===== src/hdl/phong_light_shader_macros.svh =====
// ----------------------------------------------------------------------------
// Phong light shader assertion macros
// Shared concurrent assertion forms, sampled on clk and disabled in reset.
// ----------------------------------------------------------------------------
`ifndef PHONG_LIGHT_SHADER_MACROS_SVH
`define PHONG_LIGHT_SHADER_MACROS_SVH

// The condition must hold at every clock edge out of reset.
`define PLS_ASSERT_ALWAYS(lbl, cond, msg) \
    lbl: assert property (@(posedge clk) disable iff (!rst_n) (cond)) else $error(msg);

// The consequent must hold in the same cycle as the antecedent.
`define PLS_ASSERT_IMPL(lbl, ante, cons, msg) \
    lbl: assert property (@(posedge clk) disable iff (!rst_n) (ante) |-> (cons)) else $error(msg);

`endif


===== src/hdl/pls_pkg.sv =====
// ----------------------------------------------------------------------------
// Phong light shader package
// Fixed-point formats, pipeline latencies and the exp2 constant generator.
// ----------------------------------------------------------------------------
`default_nettype none

package pls_pkg;

    localparam int COMPONENT_BITS = 16;
    localparam int CB   = COMPONENT_BITS;
    localparam int VF   = CB - 2;          // vector fraction bits
    localparam int VECW = 3 * CB;          // packed vector width
    localparam int PW   = 2 * CB;          // component product
    localparam int RAWW = 2 * CB + 2;      // sum of three products
    localparam int NDLW = CB + 4;          // N.L
    localparam int MW   = 2 * CB + 5;      // 2*ndl*n
    localparam int RFW  = CB + 8;          // reflected component
    localparam int VRW  = 2 * CB + 8;      // v*r product
    localparam int DVRW = 2 * CB + 10;     // V.R
    localparam int VVW  = 2 * CB;          // V.V
    localparam int LENW = CB;              // view vector length
    localparam int COSW = VF + 1;          // cosine, 0 .. one
    localparam int IDW  = 38;              // diffuse intensity, Q30
    localparam int ISPW = 34;              // specular intensity, Q30
    localparam int PWRW = 31;              // power result, Q1.30
    localparam int LOG_BITS  = 16;
    localparam int EXP_BITS  = 16;
    localparam int SHIN_FRAC = 6;

    localparam int LAT_DIV = CB + VF + 3;
    localparam int LAT_POW = LOG_BITS + EXP_BITS + 5;

    localparam logic [PWRW-1:0] PWR_ONE = PWRW'(1) << 30;
    localparam logic [15:0]     ONE_Q15 = 16'h8000;

    function automatic logic [63:0] isqrt_const(input logic [63:0] x);
        logic [63:0] rem;
        logic [63:0] res;
        logic [63:0] b;
        rem = x;
        res = '0;
        b   = 64'h1 << 62;
        for (int i = 0; i < 32; i++) begin
            if (rem >= res + b) begin
                rem = rem - (res + b);
                res = (res >> 1) + b;
            end else begin
                res = res >> 1;
            end
            b = b >> 2;
        end
        return res;
    endfunction

    // 2^(-2^-idx) in Q0.30, each root truncated as the chain goes down.
    function automatic logic [29:0] exp_const(input int idx);
        logic [63:0] c;
        c = isqrt_const(64'h1 << 59);
        for (int j = 2; j <= idx; j++) begin
            c = isqrt_const(c << 30);
        end
        return c[29:0];
    endfunction

endpackage

`default_nettype wire


===== src/hdl/pls_lendiv.sv =====
// ----------------------------------------------------------------------------
// Phong light shader view cosine
// Pipelined square root of V.V, then restoring division of V.R by it,
// one result bit per stage, zero unless both are positive, saturated to one.
// ----------------------------------------------------------------------------
`default_nettype none

module pls_lendiv (
    input  logic                              clk,
    input  logic [pls_pkg::VVW-1:0]           vv,
    input  logic signed [pls_pkg::DVRW-1:0]   dvr,
    output logic [pls_pkg::COSW-1:0]          cos_out
);
    import pls_pkg::*;

    localparam int RW = CB + VF + 1;

    logic [VVW-1:0]         x_reg   [CB];
    logic [VVW-1:0]         res_reg [CB];
    logic signed [DVRW-1:0] dv_reg  [CB];

    genvar j;
    for (j = 0; j < CB; j++) begin : g_sqrt
        localparam logic [VVW-1:0] BIT = VVW'(1) << (VVW - 2 - 2 * j);
        logic [VVW-1:0]         x_in;
        logic [VVW-1:0]         res_in;
        logic signed [DVRW-1:0] dv_in;
        logic [VVW-1:0]         x_next;
        logic [VVW-1:0]         res_next;
        if (j == 0) begin : g_first
            assign x_in   = vv;
            assign res_in = '0;
            assign dv_in  = dvr;
        end else begin : g_rest
            assign x_in   = x_reg[j-1];
            assign res_in = res_reg[j-1];
            assign dv_in  = dv_reg[j-1];
        end
        always_comb
        begin
            if (x_in >= res_in + BIT) begin
                x_next   = x_in - (res_in + BIT);
                res_next = (res_in >> 1) + BIT;
            end else begin
                x_next   = x_in;
                res_next = res_in >> 1;
            end
        end
        always_ff @(posedge clk)
        begin
            x_reg[j]   <= x_next;
            res_reg[j] <= res_next;
            dv_reg[j]  <= dv_in;
        end
    end

    // Division setup: quotients of two or more saturate at once.
    logic [LENW-1:0] len;
    logic            pos_reg;
    logic            ovf_reg;
    logic [LENW-1:0] len_reg;
    logic [RW-1:0]   rem0_reg;

    assign len = res_reg[CB-1][LENW-1:0];

    always_ff @(posedge clk)
    begin
        pos_reg  <= (len != '0) && !dv_reg[CB-1][DVRW-1] && (dv_reg[CB-1] != '0);
        ovf_reg  <= $unsigned(dv_reg[CB-1]) >= (DVRW'(len) << (VF + 1));
        len_reg  <= len;
        rem0_reg <= dv_reg[CB-1][RW-1:0];
    end

    logic [RW-1:0]   rem_reg [VF+1];
    logic [COSW-1:0] q_reg   [VF+1];
    logic [LENW-1:0] dl_reg  [VF+1];
    logic            pos_d_reg [VF+1];
    logic            ovf_d_reg [VF+1];

    genvar s;
    for (s = 0; s <= VF; s++) begin : g_div
        localparam int SH = VF - s;
        logic [RW-1:0]   rem_in;
        logic [COSW-1:0] q_in;
        logic [LENW-1:0] l_in;
        logic            p_in;
        logic            o_in;
        logic [RW-1:0]   sub;
        logic [RW-1:0]   rem_next;
        logic [COSW-1:0] q_next;
        if (s == 0) begin : g_first
            assign rem_in = rem0_reg;
            assign q_in   = '0;
            assign l_in   = len_reg;
            assign p_in   = pos_reg;
            assign o_in   = ovf_reg;
        end else begin : g_rest
            assign rem_in = rem_reg[s-1];
            assign q_in   = q_reg[s-1];
            assign l_in   = dl_reg[s-1];
            assign p_in   = pos_d_reg[s-1];
            assign o_in   = ovf_d_reg[s-1];
        end
        assign sub = RW'(l_in) << SH;
        always_comb
        begin
            rem_next = rem_in;
            q_next   = q_in;
            if (rem_in >= sub) begin
                rem_next   = rem_in - sub;
                q_next[SH] = 1'b1;
            end
        end
        always_ff @(posedge clk)
        begin
            rem_reg[s]   <= rem_next;
            q_reg[s]     <= q_next;
            dl_reg[s]    <= l_in;
            pos_d_reg[s] <= p_in;
            ovf_d_reg[s] <= o_in;
        end
    end

    localparam logic [COSW-1:0] COS_ONE = COSW'(1) << VF;

    logic [COSW-1:0] cos_reg;
    logic [COSW-1:0] cos_next;

    always_comb
    begin
        if (!pos_d_reg[VF]) begin
            cos_next = '0;
        end else if (ovf_d_reg[VF] || (q_reg[VF] > COS_ONE)) begin
            cos_next = COS_ONE;
        end else begin
            cos_next = q_reg[VF];
        end
    end

    always_ff @(posedge clk)
    begin
        cos_reg <= cos_next;
    end

    assign cos_out = cos_reg;

endmodule

`default_nettype wire


===== config.mk =====
export PLATFORM = sky130hd
export DESIGN_NAME = pls_lendiv
export DESIGN_NICKNAME = d
export VERILOG_FILES = /design/src/hdl/phong_light_shader_macros.svh /design/src/hdl/pls_pkg.sv /design/src/hdl/pls_lendiv.sv
export SDC_FILE = /design/constraint.sdc
export NUM_CORES = 2
export LEC_CHECK = 0
export BUFFER_PORTS_ARGS = -buffer_cell sky130_fd_sc_hd__buf_2
export CORE_MARGIN = 2
export CORE_UTILIZATION = 35
export DETAILED_ROUTE_END_ITERATION = 12
export PLACE_DENSITY_LB_ADDON = 0.05
export SYNTH_ARGS = -nofsm -noshare
export SYNTH_HDL_FRONTEND = slang
export SYNTH_SLANG_ARGS = --single-unit

===== constraint.sdc =====
create_clock -name clk -period 7.1 [get_ports clk]
set_input_delay 2.13 -clock clk [delete_from_list [all_inputs] [get_ports clk]]
set_output_delay 2.13 -clock clk [all_outputs]
set_load 0.02 [all_outputs]

==> results.toml <==
[worst_setup_path]
timing_worst_setup_path_type = "reg2reg"
worstPathRequired_ns = 7.80
cp.depth = 10
cp_slowest_stage_delay_ns = 0.86
end_kind = "flip-flop"
start_kind = "flip-flop"
path_delay_family = "buffers and inverters"
crit_arrival_ns = 4.70
cp_slowest_cell = "clkinv_1"
critPathBufInv = 2
reg2regPathDepth = 10
crit_chain = "inv_1 > ha_1 > nor2b_1 > o21a_1 > o21ai_0 > a21oi_1 > o21ai_0 > nor3b_2 > clkinv_1 > mux2_2"
crit_top_cell = "o21ai_0"
path_max_fanout = 24

[power]
vdd_drop_max_v = 0.000260
p_leak_nw = 37.6
powerDensity_mw_per_mm2 = 440
p_total_mw = 36.5

[placed_design]
gp_congestion = 0.826
hpwl_um = 121000
portBuffers = 89
dp_cells = 9196
pre_cts_ws_ns = 3.14

[worst_hold_path]
hold-path-cell-count = 0
hold_class = "reg2reg"

[detailed_routing]
wirelength_um = 158000
drc_errors = 0
num_vias = 44300
detail-route-antenna-nets = 0
top_layer_used = "met4"
vias_per_cell = 4.61
drt_iter0_drc = 2410
m1WireLength_um = 69200
drt_pass1_iterations = 6
wl_met3_um = 5380
wire_per_inst_um = 16.5
wl_met2_um = 78600

[layout]
syn_to_final_growth_pct = 16.5
nets = 7240
seqCellArea_mm2 = 0.0432
drive_gt1_share_pct = 8.62
multi_input_area_mm2 = 0.0258
fin_cells = 9603
fillers = 19500
largest_reg_flops = 672

[logic_synthesis]
synth_top_family_by_area = "simple AND/OR/NAND/NOR gates"
synth-simple-area-share_pct = 11.5
yosys_warnings = 0
synth_edf_count = 0
synth.area.mux_share_pct = 0.968
synth-seq-cells = 2160
syn-num-nets = 7007
synth_xor_area_share_pct = 5.63
synthCells = 6512
synth_compound_area_share_pct = 10.4
netlist_area_mm2 = 0.0712
synth_area_per_cell_um2 = 10.9
post_synth_num_cell_types = 91
synth-async-reset-ratio_pct = 0
synthFlopType = "dfxtp_1"
synth-adder-area-share_pct = 7.53
yosysSeqAreaShare_pct = 60.7

[clock_network]
postCtsSetupBuffers = 0
cts.sink_count = 2160
tritoncts = "yes"
postCtsHoldBufs = 0
insertion_delay_ns = 0.87
cts_resized = 0
cts_buffers = 219
cts-root-buf = "clkbuf_16"
htreeDepth = 4
clkTransAtPathRegs_ns = 0.06
clock_path_buffers = 3

[die]
die_h_um = 455
dieArea_mm2 = 0.207
num_rows = 165
die_w_um = 455
start_util_pct = 35.2
pin_count = 90
core_area_mm2 = 0.202

[timing]
drv_slew = 0
hold_viol = 0
tns_ns = 0
worstMarginPinSlew_ns = 1.24
rsz0062_at_grt = "false"
fin_crit_ns = 4.00
skew_ns = 0.0676
relSlewSlack_pct = 17.2
fmax_mhz = 250
finalSetupViolCount = 0
post-route-period-util_pct = 56.4
layout_setup_ws_ns = 3.10

[outcome]
status = "complete, no violations"

[global_routing]
grt_pass1_wl_um = 249000
gr-total-overflow = 0
grt_antenna_before_repair = 3
grt_start_max_net_pins = 44
grt_usage_pct = 15.2
first_global_vias = 44200

[job]
maxCapViolCount = 0
==> layout make-up <==
| cell class | instances | share of cell area [%] |
|---|---|---|
| Antenna cell | 3 | 0.00905 |
| Clock buffer | 292 | 7.48 |
| Clock inverter | 112 | 2.35 |
| Inverter | 511 | 2.31 |
| Multi-Input combinational cell | 3748 | 31.0 |
| Sequential cell | 2160 | 52.1 |
| Tap cell | 2672 | 4.03 |
| Timing Repair Buffer | 105 | 0.681 |
==> through the flow <==
| step | cell area [um^2] | util (%) | hold WS (ns) |
|---|---|---|---|
| global route | 83000 | 41.0 | 0.315 |
| global placement | 74800 | 37.0 | 0.310 |
| finish | 83000 | 41.0 | 0.309 |
| floorplan | 71200 | - | 0.310 |
| detailed placement | 74800 | 37.0 | 0.312 |
| CTS | 83000 | 41.0 | 0.307 |
==> layout by cell type, fill, tap and decap left out, types with 26 or more instances in the layout <==
cell	instances
clkbuf_16	219
o211ai_1	32
xor2_1	215
ha_1	406
a21o_1	118
a21oi_1	365
or3_1	55
o21ai_0	321
nand3_1	85
dfxtp_1	2160
and3_1	26
o31ai_1	30
mux2_2	55
nor4_1	140
xnor2_1	243
o21bai_1	29
nand4_1	71
clkinv_2	34
and2_1	34
nor2_1	407
clkbuf_8	45
bufinv_16	40
buf_2	89
nor4b_1	29
o21a_1	77
nor3_1	133
a211oi_1	34
inv_1	508
a31oi_1	26
nand4b_1	26
clkbuf_1	28
nand2b_1	60
nor2b_1	65
nand2_1	375
==> report_power, final <==
part	switching [mW]	internal [mW]
clock	4.89	7.64
combinational	4.32	3.44
sequential	1.82	14.4
total	11.0	25.5
==> path summary, 6_finish.rpt <==
check / start / end / slack, ns
worst min-delay path: dl_reg[5][15]$_DFF_P_ / dl_reg[6][15]$_DFF_P_ / 0.31
worst max-delay path: res_reg[1][44]$_DFF_P_ / x_reg[1][78]$_DFF_P_ / 3.10
worst min register to register: dl_reg[5][15]$_DFF_P_ / dl_reg[6][15]$_DFF_P_ / 0.31
worst max register to register: res_reg[1][44]$_DFF_P_ / x_reg[1][78]$_DFF_P_ / 3.10
==> layer usage <==
| layer | vias up | track usage, % |
|---|---|---|
| li1 | 22800 | - |
| met1 | 20500 | 18.3 |
| met2 | 684 | 27.3 |
| met3 | 271 | 2.61 |
| met4 | 0 | 5.46 |
| met5 | - | 0 |
==> cells in the mapped netlist, drive strengths merged (11+ instances only) <==
master | n | area share, %
dfxtp | 2160 | 61
inv | 509 | 2.7
nor2 | 407 | 2.1
ha | 406 | 7.1
nand2 | 375 | 2.0
a21oi | 369 | 2.6
o21ai | 325 | 2.3
xnor2 | 243 | 3.0
xor2 | 215 | 2.6
nor4 | 142 | 1.3
nor3 | 133 | 0.93
a21o | 118 | 1.2
nand3 | 85 | 0.60
clkbuf | 82 | 0.43
o21a | 77 | 0.81
nand4 | 71 | 0.62
nor2b | 65 | 0.57
nand2b | 60 | 0.53
or3 | 56 | 0.50
mux2 | 55 | 0.87
and2 | 35 | 0.31
a211oi | 34 | 0.36
o211ai | 32 | 0.34
o31ai | 31 | 0.33
nor4b | 30 | 0.38
o21bai | 30 | 0.33
a31oi | 26 | 0.23
and3 | 26 | 0.23
nand4b | 26 | 0.32
or4 | 25 | 0.26
nand3b | 20 | 0.21
or2 | 19 | 0.17
a2111oi | 14 | 0.20
fa | 14 | 0.39
nor3b | 13 | 0.14
a21boi | 12 | 0.13
buf | 11 | 0.069
o31a | 11 | 0.14
==> cell families (layout without fill, tap and decap cells) <==
group                    after synthesis  count (layout)
flip-flops                          2160            2160
AND/OR/NAND/NOR                     1615            1615
AO/OA/AOI/OAI                       1193            1193
buffers and inverters                604            1020
XOR/XNOR                             458             458
adder cells (fa/ha/maj)              420             420
multiplexers                          62              62
other                                  0               3
No activity file was read; power rests on OpenSTA's default activity.
